**src/rtl/tesc_pkg.sv**
```systemverilog
// Shared types and constants for the terminal escape decoder.
// Holds the command codes, parse phase codes, cell geometry and the
// queued command record used by the decoder and the top level.
`default_nettype none

package tesc_pkg;

  // Character cell geometry in pixels
  localparam int CHAR_WIDTH  = 9;
  localparam int CHAR_HEIGHT = 14;
  localparam int X_INSET     = 5;
  localparam int Y_INSET     = 3;

  // Signed cell coordinate, wide enough for derived rectangle corners
  localparam int CELL_W = 10;
  typedef logic signed [CELL_W-1:0] cell_t;

  // Display command codes
  typedef enum logic [2:0] {
    CMD_GLYPH = 3'd0,
    CMD_COPY  = 3'd1,
    CMD_CLEAR = 3'd2,
    CMD_BELL  = 3'd3,
    CMD_BOOT  = 3'd4
  } cmd_t;

  // Escape parser phases; unused codes behave as normal text
  localparam logic [2:0] PH_NORMAL = 3'd0;
  localparam logic [2:0] PH_ESC    = 3'd1;
  localparam logic [2:0] PH_YCOL   = 3'd2;
  localparam logic [2:0] PH_YROW   = 3'd3;
  localparam logic [2:0] PH_EDIT   = 3'd4;

  // Cursor and parser state
  typedef struct packed {
    logic [2:0] phase;
    logic [1:0] edit;
    logic [7:0] pcol;
    logic [6:0] col;
    logic [6:0] row;
  } st_t;

  // One display command in cell coordinates, converted to pixels on exit
  typedef struct packed {
    cmd_t       cmd;
    cell_t      left;
    cell_t      top;
    cell_t      right;
    cell_t      bottom;
    cell_t      dest_x;
    cell_t      dest_y;
    logic [6:0] glyph;
    logic       last;
  } res_t;

endpackage

`default_nettype wire

```
**src/rtl/tesc_decode.sv**
```systemverilog
// Single-pass decode of one received byte against the cursor and parser state.
// Produces the next state and up to four commands in cell coordinates.
// Depends on tesc_pkg.
`default_nettype none

module tesc_decode (
  input  tesc_pkg::st_t          st,
  input  logic [6:0]             last_column,
  input  logic [6:0]             last_row,
  input  logic [7:0]             rx_byte,
  output tesc_pkg::st_t          st_next,
  output tesc_pkg::res_t [3:0]   res,
  output logic [2:0]             res_cnt
);

  // Control bytes
  localparam logic [6:0] CH_BEL = 7'h07;
  localparam logic [6:0] CH_BS  = 7'h08;
  localparam logic [6:0] CH_TAB = 7'h09;
  localparam logic [6:0] CH_LF  = 7'h0A;
  localparam logic [6:0] CH_VT  = 7'h0B;
  localparam logic [6:0] CH_FF  = 7'h0C;
  localparam logic [6:0] CH_CR  = 7'h0D;
  localparam logic [6:0] CH_DLE = 7'h10;
  localparam logic [6:0] CH_ESC = 7'h1B;

  // Escape letters
  localparam logic [6:0] CH_UP        = 7'h41;
  localparam logic [6:0] CH_DOWN      = 7'h42;
  localparam logic [6:0] CH_RIGHT     = 7'h43;
  localparam logic [6:0] CH_LEFT      = 7'h44;
  localparam logic [6:0] CH_DEL_LINES = 7'h45;
  localparam logic [6:0] CH_INS_LINES = 7'h46;
  localparam logic [6:0] CH_ERASE_EOL = 7'h4B;
  localparam logic [6:0] CH_PLACE     = 7'h59;
  localparam logic [6:0] CH_DEL_CHARS = 7'h65;
  localparam logic [6:0] CH_INS_CHARS = 7'h66;

  // Pending edit kinds
  localparam logic [1:0] ED_DEL_LINES = 2'd0;
  localparam logic [1:0] ED_DEL_CHARS = 2'd1;
  localparam logic [1:0] ED_INS_LINES = 2'd2;
  localparam logic [1:0] ED_INS_CHARS = 2'd3;

  localparam logic [7:0] PARAM_BIAS = 8'd32;

  typedef struct packed {
    logic           hit;
    tesc_pkg::res_t cp;
    tesc_pkg::res_t cl;
  } mv_t;

  function automatic tesc_pkg::res_t mk(tesc_pkg::cmd_t cmd,
                                        tesc_pkg::cell_t l, tesc_pkg::cell_t t,
                                        tesc_pkg::cell_t r, tesc_pkg::cell_t b,
                                        tesc_pkg::cell_t dx, tesc_pkg::cell_t dy,
                                        logic [6:0] g);
    tesc_pkg::res_t e;
    e.cmd    = cmd;
    e.left   = l;
    e.top    = t;
    e.right  = r;
    e.bottom = b;
    e.dest_x = dx;
    e.dest_y = dy;
    e.glyph  = g;
    e.last   = 1'b0;
    return e;
  endfunction

  function automatic tesc_pkg::cell_t clamp(tesc_pkg::cell_t v, tesc_pkg::cell_t hi);
    tesc_pkg::cell_t r;
    r = v;
    if (v < 0) begin
      r = '0;
    end else if (v > hi) begin
      r = hi;
    end
    return r;
  endfunction

  // Copy a block of cells and clear the strip it leaves behind
  function automatic mv_t move_block(tesc_pkg::cell_t ox_i, tesc_pkg::cell_t oy_i,
                                     tesc_pkg::cell_t cx_i, tesc_pkg::cell_t cy_i,
                                     tesc_pkg::cell_t px_i, tesc_pkg::cell_t py_i,
                                     tesc_pkg::cell_t cm1, tesc_pkg::cell_t rm1);
    mv_t m;
    tesc_pkg::cell_t ox, oy, cx, cy, px, py;
    ox = clamp(ox_i, cm1);
    oy = clamp(oy_i, rm1);
    cx = clamp(cx_i, cm1);
    cy = clamp(cy_i, rm1);
    px = clamp(px_i, cm1);
    py = clamp(py_i, rm1);
    m.hit = !((px == ox) && (py == oy));
    m.cp  = mk(tesc_pkg::CMD_COPY, ox, oy, cx, cy, px, py, 7'd0);
    if (px == ox) begin
      if (py < oy) begin
        m.cl = mk(tesc_pkg::CMD_CLEAR, px, cy - oy + py, cx, cy, '0, '0, 7'd0);
      end else begin
        m.cl = mk(tesc_pkg::CMD_CLEAR, ox, oy, cx, py, '0, '0, 7'd0);
      end
    end else begin
      if (px < ox) begin
        m.cl = mk(tesc_pkg::CMD_CLEAR, cx - ox + px, py, cx, cy, '0, '0, 7'd0);
      end else begin
        m.cl = mk(tesc_pkg::CMD_CLEAR, ox, oy, px, cy, '0, '0, 7'd0);
      end
    end
    return m;
  endfunction

  always_comb begin
    logic [6:0]      c;
    tesc_pkg::cell_t cmax, rmax, cm1, rm1, n, col, row;
    tesc_pkg::res_t  p0, p1, scr0, scr1;
    logic [1:0]      pn;
    logic            wn, lf, done;
    mv_t             mv;

    c    = rx_byte[6:0];
    cmax = $signed({3'b000, last_column});
    rmax = $signed({3'b000, last_row});
    cm1  = cmax + 10'sd1;
    rm1  = rmax + 10'sd1;
    n    = $signed({3'b000, c}) - 10'sd32;
    col  = $signed({3'b000, st.col});
    row  = $signed({3'b000, st.row});

    // Scroll by one line: shift rows up and blank the bottom row
    scr0 = mk(tesc_pkg::CMD_COPY, '0, 10'sd1, cm1, rm1, '0, '0, 7'd0);
    scr1 = mk(tesc_pkg::CMD_CLEAR, '0, rmax, cm1, rm1, '0, '0, 7'd0);

    st_next = st;
    done    = 1'b1;
    lf      = 1'b0;
    wn      = 1'b0;
    pn      = 2'd0;
    p0      = '0;
    p1      = '0;
    mv      = '0;

    // Step the parser
    unique case (st.phase)
      tesc_pkg::PH_ESC: begin
        st_next.phase = tesc_pkg::PH_NORMAL;
        unique case (c)
          CH_PLACE:     st_next.phase = tesc_pkg::PH_YCOL;
          CH_UP:        row = row - 10'sd1;
          CH_DOWN:      lf = 1'b1;
          CH_RIGHT:     col = col + 10'sd1;
          CH_LEFT:      col = col - 10'sd1;
          CH_DEL_LINES: begin
            st_next.edit  = ED_DEL_LINES;
            st_next.phase = tesc_pkg::PH_EDIT;
          end
          CH_DEL_CHARS: begin
            st_next.edit  = ED_DEL_CHARS;
            st_next.phase = tesc_pkg::PH_EDIT;
          end
          CH_INS_LINES: begin
            st_next.edit  = ED_INS_LINES;
            st_next.phase = tesc_pkg::PH_EDIT;
          end
          CH_INS_CHARS: begin
            st_next.edit  = ED_INS_CHARS;
            st_next.phase = tesc_pkg::PH_EDIT;
          end
          CH_ERASE_EOL: begin
            p0 = mk(tesc_pkg::CMD_CLEAR, col, row, cm1, row + 10'sd1, '0, '0, 7'd0);
            pn = 2'd1;
          end
          default: ;
        endcase
        done = (st_next.phase == tesc_pkg::PH_NORMAL);
      end
      tesc_pkg::PH_YCOL: begin
        st_next.pcol  = {1'b0, c} - PARAM_BIAS;
        st_next.phase = tesc_pkg::PH_YROW;
        done          = 1'b0;
      end
      tesc_pkg::PH_YROW: begin
        col = clamp($signed({{2{st.pcol[7]}}, st.pcol}), cmax);
        row = clamp(n, rmax);
        st_next.phase = tesc_pkg::PH_NORMAL;
      end
      tesc_pkg::PH_EDIT: begin
        st_next.phase = tesc_pkg::PH_NORMAL;
        unique case (st.edit)
          ED_DEL_LINES: mv = move_block('0, row + n, cm1, rm1, '0, row, cm1, rm1);
          ED_DEL_CHARS: mv = move_block(col + n, row, cm1, row + 10'sd1, col, row, cm1, rm1);
          ED_INS_LINES: mv = move_block('0, row, cm1, rm1 - n, '0, row + n, cm1, rm1);
          ED_INS_CHARS: mv = move_block(col, row, cm1 - n, row + 10'sd1, col + n, row, cm1, rm1);
        endcase
        if (mv.hit) begin
          p0 = mv.cp;
          p1 = mv.cl;
          pn = 2'd2;
        end
      end
      default: begin
        st_next.phase = tesc_pkg::PH_NORMAL;
        unique case (c)
          CH_DLE: begin
            p0   = mk(tesc_pkg::CMD_BOOT, '0, '0, '0, '0, '0, '0, 7'd0);
            pn   = 2'd1;
            done = 1'b0;
          end
          CH_BEL: begin
            p0 = mk(tesc_pkg::CMD_BELL, '0, '0, '0, '0, '0, '0, 7'd0);
            pn = 2'd1;
          end
          CH_VT:  row = row - 10'sd1;
          CH_TAB: col = (col | 10'sd7) + 10'sd1;
          CH_ESC: begin
            st_next.phase = tesc_pkg::PH_ESC;
            done          = 1'b0;
          end
          CH_BS:  col = col - 10'sd1;
          CH_LF:  lf = 1'b1;
          CH_CR:  col = '0;
          CH_FF: begin
            p0  = mk(tesc_pkg::CMD_CLEAR, '0, '0, cm1, rm1, '0, '0, 7'd0);
            pn  = 2'd1;
            col = '0;
            row = '0;
          end
          default: begin
            p0  = mk(tesc_pkg::CMD_GLYPH, col, row, '0, '0, '0, '0, c);
            pn  = 2'd1;
            col = col + 10'sd1;
          end
        endcase
      end
    endcase

    // Explicit line feed: scroll at the bottom row
    if (lf) begin
      if (row >= rmax) begin
        p0  = scr0;
        p1  = scr1;
        pn  = 2'd2;
        row = rmax;
      end else begin
        row = row + 10'sd1;
      end
    end

    // Wrap past the right edge, then clip the cursor
    if (done) begin
      if (col > cmax) begin
        if (row >= rmax) begin
          wn  = 1'b1;
          row = rmax;
        end else begin
          row = row + 10'sd1;
        end
        col = '0;
      end
      col = clamp(col, cm1);
      row = clamp(row, rm1);
    end
    st_next.col = col[6:0];
    st_next.row = row[6:0];

    // Order the commands: primary ones first, then the wrap scroll
    res = '0;
    unique case (pn)
      2'd0: begin
        if (wn) begin
          res[0] = scr0;
          res[1] = scr1;
        end
      end
      2'd1: begin
        res[0] = p0;
        if (wn) begin
          res[1] = scr0;
          res[2] = scr1;
        end
      end
      default: begin
        res[0] = p0;
        res[1] = p1;
        if (wn) begin
          res[2] = scr0;
          res[3] = scr1;
        end
      end
    endcase
    res_cnt = {1'b0, pn} + {1'b0, wn, 1'b0};
    if (res_cnt != 3'd0) begin
      res[2'(res_cnt - 3'd1)].last = 1'b1;
    end
  end

endmodule

`default_nettype wire

```
**src/rtl/terminal_escape_decoder.sv**
```systemverilog
// Flow: a byte accepted into the input register is decoded into the command
// queue once the queue is empty or its last entry leaves. Throughput: one byte
// per cycle while each byte yields at most one command and the output is not
// stalled; a byte yielding k commands (up to four) holds the input while the
// queue drains one entry per cycle through the output register, unless stalled.
// Reset clears cursor, parser and queue, and loads last_column 86, last_row 71.
`default_nettype none

module terminal_escape_decoder (
  input  logic        clk,
  input  logic        rst,
  input  logic        in_valid,
  output logic        in_stall,
  input  logic [7:0]  rx_byte,
  output logic        out_valid,
  input  logic        out_stall,
  output logic [2:0]  command,
  output logic [10:0] left_px,
  output logic [10:0] top_px,
  output logic [10:0] right_px,
  output logic [10:0] bottom_px,
  output logic [10:0] dest_x_px,
  output logic [10:0] dest_y_px,
  output logic [6:0]  glyph_code,
  output logic        last_of_run,
  input  logic        cfg_valid,
  output logic        cfg_ready,
  input  logic [1:0]  cfg_index,
  input  logic [6:0]  cfg_data
);

  localparam logic [1:0] REG_LAST_COLUMN = 2'd0;
  localparam logic [1:0] REG_LAST_ROW    = 2'd1;
  localparam logic [6:0] LAST_COLUMN_RST = 7'd86;
  localparam logic [6:0] LAST_ROW_RST    = 7'd71;

  function automatic logic [10:0] xpix(tesc_pkg::cell_t v);
    logic [13:0] p;
    p = 14'(v[8:0]) * 14'(tesc_pkg::CHAR_WIDTH) + 14'(tesc_pkg::X_INSET);
    if (v[tesc_pkg::CELL_W-1]) begin
      p = 14'(tesc_pkg::X_INSET);
    end
    return p[10:0];
  endfunction

  function automatic logic [10:0] ypix(tesc_pkg::cell_t v);
    logic [13:0] p;
    p = 14'(v[8:0]) * 14'(tesc_pkg::CHAR_HEIGHT) + 14'(tesc_pkg::Y_INSET);
    if (v[tesc_pkg::CELL_W-1]) begin
      p = 14'(tesc_pkg::Y_INSET);
    end
    return p[10:0];
  endfunction

  logic [6:0]           last_column;
  logic [6:0]           last_row;
  tesc_pkg::st_t        st;
  tesc_pkg::st_t        st_next;
  logic                 in_full;
  logic [7:0]           in_byte;
  tesc_pkg::res_t       bufr [4];
  logic [2:0]           buf_cnt;
  tesc_pkg::res_t [3:0] dec_res;
  logic [2:0]           dec_cnt;
  logic                 pop;
  logic                 fire;
  tesc_pkg::res_t       head;
  logic                 use_pos;
  logic                 use_rect;
  logic                 use_dest;

  assign cfg_ready = 1'b1;

  // Handshake: pop the queue head when the output is free, decode when the
  // queue is empty or its last entry leaves this cycle
  assign pop      = (buf_cnt != 3'd0) && (!out_valid || !out_stall);
  assign fire     = in_full && ((buf_cnt == 3'd0) || ((buf_cnt == 3'd1) && pop));
  assign in_stall = in_full && !fire;

  tesc_decode u_decode (
    .st          (st),
    .last_column (last_column),
    .last_row    (last_row),
    .rx_byte     (in_byte),
    .st_next     (st_next),
    .res         (dec_res),
    .res_cnt     (dec_cnt)
  );

  // Control state: config, parser state, fill flags
  always_ff @(posedge clk) begin
    if (rst) begin
      last_column <= LAST_COLUMN_RST;
      last_row    <= LAST_ROW_RST;
      st          <= '0;
      in_full     <= 1'b0;
      buf_cnt     <= 3'd0;
      out_valid   <= 1'b0;
    end else begin
      if (cfg_valid && cfg_ready) begin
        unique case (cfg_index)
          REG_LAST_COLUMN: last_column <= cfg_data;
          REG_LAST_ROW:    last_row    <= cfg_data;
          default: ;
        endcase
      end
      if (in_valid && !in_stall) begin
        in_full <= 1'b1;
      end else if (fire) begin
        in_full <= 1'b0;
      end
      if (fire) begin
        st      <= st_next;
        buf_cnt <= dec_cnt;
      end else if (pop) begin
        buf_cnt <= buf_cnt - 3'd1;
      end
      if (pop) begin
        out_valid <= 1'b1;
      end else if (!out_stall) begin
        out_valid <= 1'b0;
      end
    end
  end

  // Payload: input byte and command queue
  always_ff @(posedge clk) begin
    if (in_valid && !in_stall) begin
      in_byte <= rx_byte;
    end
    if (fire) begin
      for (int i = 0; i < 4; i++) begin
        bufr[i] <= dec_res[i];
      end
    end else if (pop) begin
      for (int i = 0; i < 3; i++) begin
        bufr[i] <= bufr[i+1];
      end
    end
  end

  // Select which coordinate fields a command carries
  assign head     = bufr[0];
  assign use_pos  = (head.cmd == tesc_pkg::CMD_GLYPH) || (head.cmd == tesc_pkg::CMD_COPY) ||
                    (head.cmd == tesc_pkg::CMD_CLEAR);
  assign use_rect = (head.cmd == tesc_pkg::CMD_COPY) || (head.cmd == tesc_pkg::CMD_CLEAR);
  assign use_dest = (head.cmd == tesc_pkg::CMD_COPY);

  // Output register: convert the queue head to pixels
  always_ff @(posedge clk) begin
    if (pop) begin
      command     <= head.cmd;
      left_px     <= use_pos  ? xpix(head.left)   : 11'd0;
      top_px      <= use_pos  ? ypix(head.top)    : 11'd0;
      right_px    <= use_rect ? xpix(head.right)  : 11'd0;
      bottom_px   <= use_rect ? ypix(head.bottom) : 11'd0;
      dest_x_px   <= use_dest ? xpix(head.dest_x) : 11'd0;
      dest_y_px   <= use_dest ? ypix(head.dest_y) : 11'd0;
      glyph_code  <= head.glyph;
      last_of_run <= head.last;
    end
  end

`ifndef SYNTHESIS
  // The newest queued command always closes its byte's run
  a_tail_last: assert property (@(posedge clk) disable iff (rst)
    (buf_cnt != 3'd0) |-> bufr[2'(buf_cnt - 3'd1)].last)
    else $error("queued run does not end with last_of_run");

  // Only the final command of a run is flagged
  a_head_not_last: assert property (@(posedge clk) disable iff (rst)
    (buf_cnt > 3'd1) |-> !bufr[0].last)
    else $error("last_of_run set before the end of a run");

  // The parser never enters an unused phase
  a_phase_range: assert property (@(posedge clk) disable iff (rst)
    st.phase <= tesc_pkg::PH_EDIT)
    else $error("parse phase out of range");

  // Bell and boot carry no coordinates
  a_event_zero: assert property (@(posedge clk) disable iff (rst)
    (out_valid && ((command == tesc_pkg::CMD_BELL) || (command == tesc_pkg::CMD_BOOT))) |->
    ((left_px == 11'd0) && (top_px == 11'd0) && (right_px == 11'd0) &&
     (bottom_px == 11'd0) && (dest_x_px == 11'd0) && (dest_y_px == 11'd0)))
    else $error("bell or boot with nonzero coordinates");
`endif

endmodule

`default_nettype wire

```
**config.mk**
```make
export PLATFORM = sky130hd
export DESIGN_NAME = terminal_escape_decoder
export DESIGN_NICKNAME = d
export VERILOG_FILES = /design/src/rtl/tesc_pkg.sv /design/src/rtl/tesc_decode.sv /design/src/rtl/terminal_escape_decoder.sv
export SDC_FILE = /design/constraint.sdc
export NUM_CORES = 1
export LEC_CHECK = 0
export BUFFER_PORTS_ARGS = -buffer_cell sky130_fd_sc_hd__buf_4
export CAP_MARGIN = 20
export CORE_MARGIN = 4
export CORE_UTILIZATION = 65
export CTS_CLUSTER_SIZE = 24
export DETAILED_ROUTE_END_ITERATION = 16
export GPL_TIMING_DRIVEN = 0
export PLACE_DENSITY = 0.85
export SETUP_SLACK_MARGIN = 0.1
export SLEW_MARGIN = 20
export SYNTH_ARGS = -nofsm -noshare
export SYNTH_HDL_FRONTEND = slang
export SYNTH_HIERARCHICAL = 1
export SYNTH_SLANG_ARGS = --single-unit
```
**constraint.sdc**
```tcl
create_clock -name clk -period 19.4 [get_ports clk]
set_input_delay 1.94 -clock clk [delete_from_list [all_inputs] [get_ports clk]]
set_output_delay 1.94 -clock clk [all_outputs]
set_load 0.01 [all_outputs]
```
---- Yosys cells after proc, flatten, opt, wreduce, memory -nomap -nowiden ----
Memories as Yosys holds them, arrays and structs flattened.
Index checks and enable logic that the tools add are counted.
storage, ports and cells
  output and inout port bits .............. 80
  flip-flop bits (word level) ............. 130
  RAM bits ................................ 284
  memories ................................ 1
  input port bits ......................... 22
  logic and storage cells ................. 332
memory list
  name  words  width  read ports  clocked after memory_dff  wr ports  RTL line                       source
  bufr  4      71     4           0                         4         terminal_escape_decoder.sv:61  tesc_pkg::res_t bufr [4];
cells by class
  add/subtract/negate cells ............... 36
  mux-type cells .......................... 137
  eq/ne operators ......................... 36
  multipliers ............................. 6
  $lt $le $gt $ge ......................... 34
  reductions and logical operators ........ 50
  bitwise logic cells ..................... 6
operators with widths
  cell                                                         number
  two-way mux 71 bit                                           12
  case mux 143 bit (4 select lines)                            1
  two-way mux 10 bit                                           53
  bitwise mux 284 bit                                          1
  two-way mux 284 bit                                          1
  case mux 142 bit (2 select lines)                            1
  case mux 71 bit (4 select lines)                             1
  two-way mux 68 bit                                           4
  case mux 71 bit (3 select lines)                             1
  two-way mux 143 bit                                          1
  demux 71 bit (select 2 bit)                                  1
  case mux 71 bit (2 select lines)                             1
  two-way mux 141 bit                                          1
  two-way mux 70 bit                                           2
  two-way mux 58 bit                                           2
  equality test 7 bit, second input constant                   10
  less-than comparator 10 x 1 -> 1 bit, second input constant  7
  adder 10 bit                                                 6
  > comparator 10 x 9 -> 1 bit                                 6
  less-than comparator 10 bit                                  6
  case mux 10 bit (3 select lines)                             2
  subtractor 10 bit                                            6
  two-way mux 8 bit                                            6
  equality test 7 x 4 -> 1 bit, second input constant          6
  other kinds (59)                                             167

---- Depth between registers and ports, before layout ----
  depth after elaboration ................. 26
  mapped depth ............................ 46
  gate-level depth less buffers ........... 43

---- Modules after synthesis ----
Netlist, hierarchy kept.
modules (own cells, without submodules)
  module                   cells an instance  times used  area each (sq um)  seq. area each (sq um)
  terminal_escape_decoder  1,380              1           19,591.3           12,001.5
  tesc_decode              2,122              1           14,437.6           0.0

---- Worst setup path before layout ----
OpenSTA, ideal clock, no wires.
  path type ............................... reg2reg
  start ................................... register in_byte[5]
  end ..................................... register, netlist name st[0]
  slack ................................... 10,444 ps
  arrival ................................. 8,885 ps
  library setup time ...................... 71 ps
  cell stages (with the launch flop) ...... 46
  required time ........................... 19,329 ps
  cells stage by stage .................... edfxtp_1 > clkbuf_1 > inv_1 > ha_1 > inv_1 > ha_1 > and4b_1 > a221oi_1 > a21oi_1 > and3_1 > o31ai_1 > inv_1 > ha_1 > nand4_1 > nor2_1 > a21oi_1 > nor2_1 > nand2_1 > [... 10 more ...] > mux2_2 > nand2_1 > o21ai_0 > ha_1 > nor2b_1 > o21a_1 > o21a_1 > o21a_1 > o21a_1 > o21ai_0 > nand2b_1 > a21oi_1 > nor2_1 > a21oi_4 > mux2_1 > o22ai_1 > nand2_1 > a21oi_1
RTL lines
  element                 RTL line                        source
  from (decl)             terminal_escape_decoder.sv:60   logic [7:0] in_byte;
  from (signal assigned)  terminal_escape_decoder.sv:129  in_byte <= rx_byte;

==> reports/results.ini <==
[critical_path]
critPathCaptureType=flip-flop
path_class=flip-flop to flip-flop
arrival_ns=12.46
slowest_delay_ns=0.67
startpoint=in_byte[5]
start_kind=flip-flop
cpMostUsedCell=a21oi_1
crit_required_ns=19.90
timing.rr.start=in_byte[5]
cpMaxStageDelayCell=nor3_1
crit_fanout=10

[grt]
grt_max_degree=92
met2_usage=0.5888
grt_pass1_vias=27990
grt_pass1_wl_mm=159.7
grt.overflow.total=0
grt.busiest_layer=met2
track_usage=0.3643
met1_usage=0.4677
antenna_found_initial=0
grt_use_met3=0.06767

[die]
initial_core_util=0.6601
rows=83
die_w_um=236.7
die_area_mm2=0.05603
core_mm2=0.05151
die_h_um=236.7
io-pin-count=102

[cells_and_area]
drive_above_1_share=0.1635
final_cells=4516
stdcell_area_mm2=0.03797
areaGrowthSynthToFinish_pct=11.68
diodes=0
final_cell_mix=368 x edfxtp_1, 342 x ha_1, 283 x nor2_1, 263 x inv_1, 240 x buf_4
layout_commonest_cell=edfxtp_1
nets=4217

[cts]
clkTransAtPathRegs_ns=0.06
cts_tree=yes
cts.sinks=414
postCtsHoldBufs=0
h-tree-depth=2
cts.repair.resized=0
cts-root-buf=clkbuf_16
cts_made_buffers=46
clock_path_buffers=3
clk_latency_ns=0.63
post_cts_buffers=0

[yosys]
synth_area_per_cell_um2=9.711
synthCells=3501
yosysWarningCount=6
netlist_area_mm2=0.03400

[timing]
hold_viol=0
max_slew_margin=0.2294
finalCritPeriodShare=0.6164
max_freq_mhz=83.62
worst_pin_slew_ns=1.148
rsz0062_at_grt=false
finClkSkew_ns=0.04334
post-route-min-period_ns=11.96
fin_ws_ns=7.441
timing.setup.tns_ns=0
setup_viol=0
maxSlewViolCount=0

[routing]
vias_per_cell=6.347
wirelength_mm=105.9
wire_per_inst_um=23.45
drtPass1Iterations=7
ant_nets=0
drc_errors=0
num_vias=28670
drtIter0Drc=3593

[pwr]
p_leak_nw=16.59
power.total_mw=6.134
pwr_density_cell_mw_per_mm2=161.5
ir_drop_mv=0.1157

[hold_path]
holdCritPathClass=flip-flop to flip-flop
min_from=bufr[0][2]

[place]
io_buffers=98
placed_cells=4431
placed_cell_area_mm2=0.03638
routabilityCongestion=1.055
dpl.hpwl_mm=79.28
place_ws_ns=7.931

[flow_run]
drv_cap=0

[run_status]
status=finished clean

==> path summary, 6_finish.rpt <==
kind	end	slack (ns)	cells after the start
max	st[0]	7.44	45
min	glyph_code[1]	0.42	0
max reg2reg	st[0]	7.44	45
min reg2reg	glyph_code[1]	0.42	0
==> through the flow <==
| stage | hold WS (ns) | util |
|---|---|---|
| 3_5_place_dp | 0.4068 | 0.7063 |
| 2_1_floorplan | 0.4003 | - |
| 4_1_cts | 0.4290 | 0.7372 |
| 6_report | 0.4184 | 0.7372 |
| 5_1_grt | 0.4422 | 0.7372 |
| 3_3_place_gp | 0.4105 | 0.7013 |
==> layout make-up <==
cell class | count | area, um2
Buffer | 281 | 1638
Clock buffer | 54 | 1202
Clock inverter | 31 | 389.1
Fill cell | 3752 | 13540
Inverter | 276 | 1044
Multi-Input combinational cell | 2673 | 19960
Sequential cell | 414 | 11970
Tap cell | 680 | 850.8
Timing Repair Buffer | 107 | 918.4
==> where the power goes <==
group / total [mW] / internal, mW / switching [mW]
clock network: 0.929 / 0.542 / 0.387
logic: 3.52 / 1.47 / 2.04
registers: 1.69 / 1.53 / 0.160
==> worst max-delay path, delay by kind of cell, from the launching register on <==
kind | cells | cell delay [ns]
flops | 1 | 0.66
simple gates | 11 | 2.34
mux | 2 | 0.72
buf+inv | 6 | 1.66
fa+ha+maj | 5 | 1.88
compound gates | 21 | 4.59
==> flip-flops by register name, indices dropped and copies added, names as in the netlist, 7 cells and up <==
name,count
glyph_code,7
last_row,7
dest_x_px,11
right_px,11
top_px,11
dest_y_px,11
bottom_px,11
in_byte,7
st,27
left_px,11
last_column,7
bufr,284
==> routing by layer <==
metal | vias up | wire length, um
met5 | - | 0
met3 | 388 | 10970
met4 | 0 | 6563
met2 | 1639 | 47940
met1 | 13650 | 40420
li1 | 12990 | -
Power figures use the tool's default switching activity.
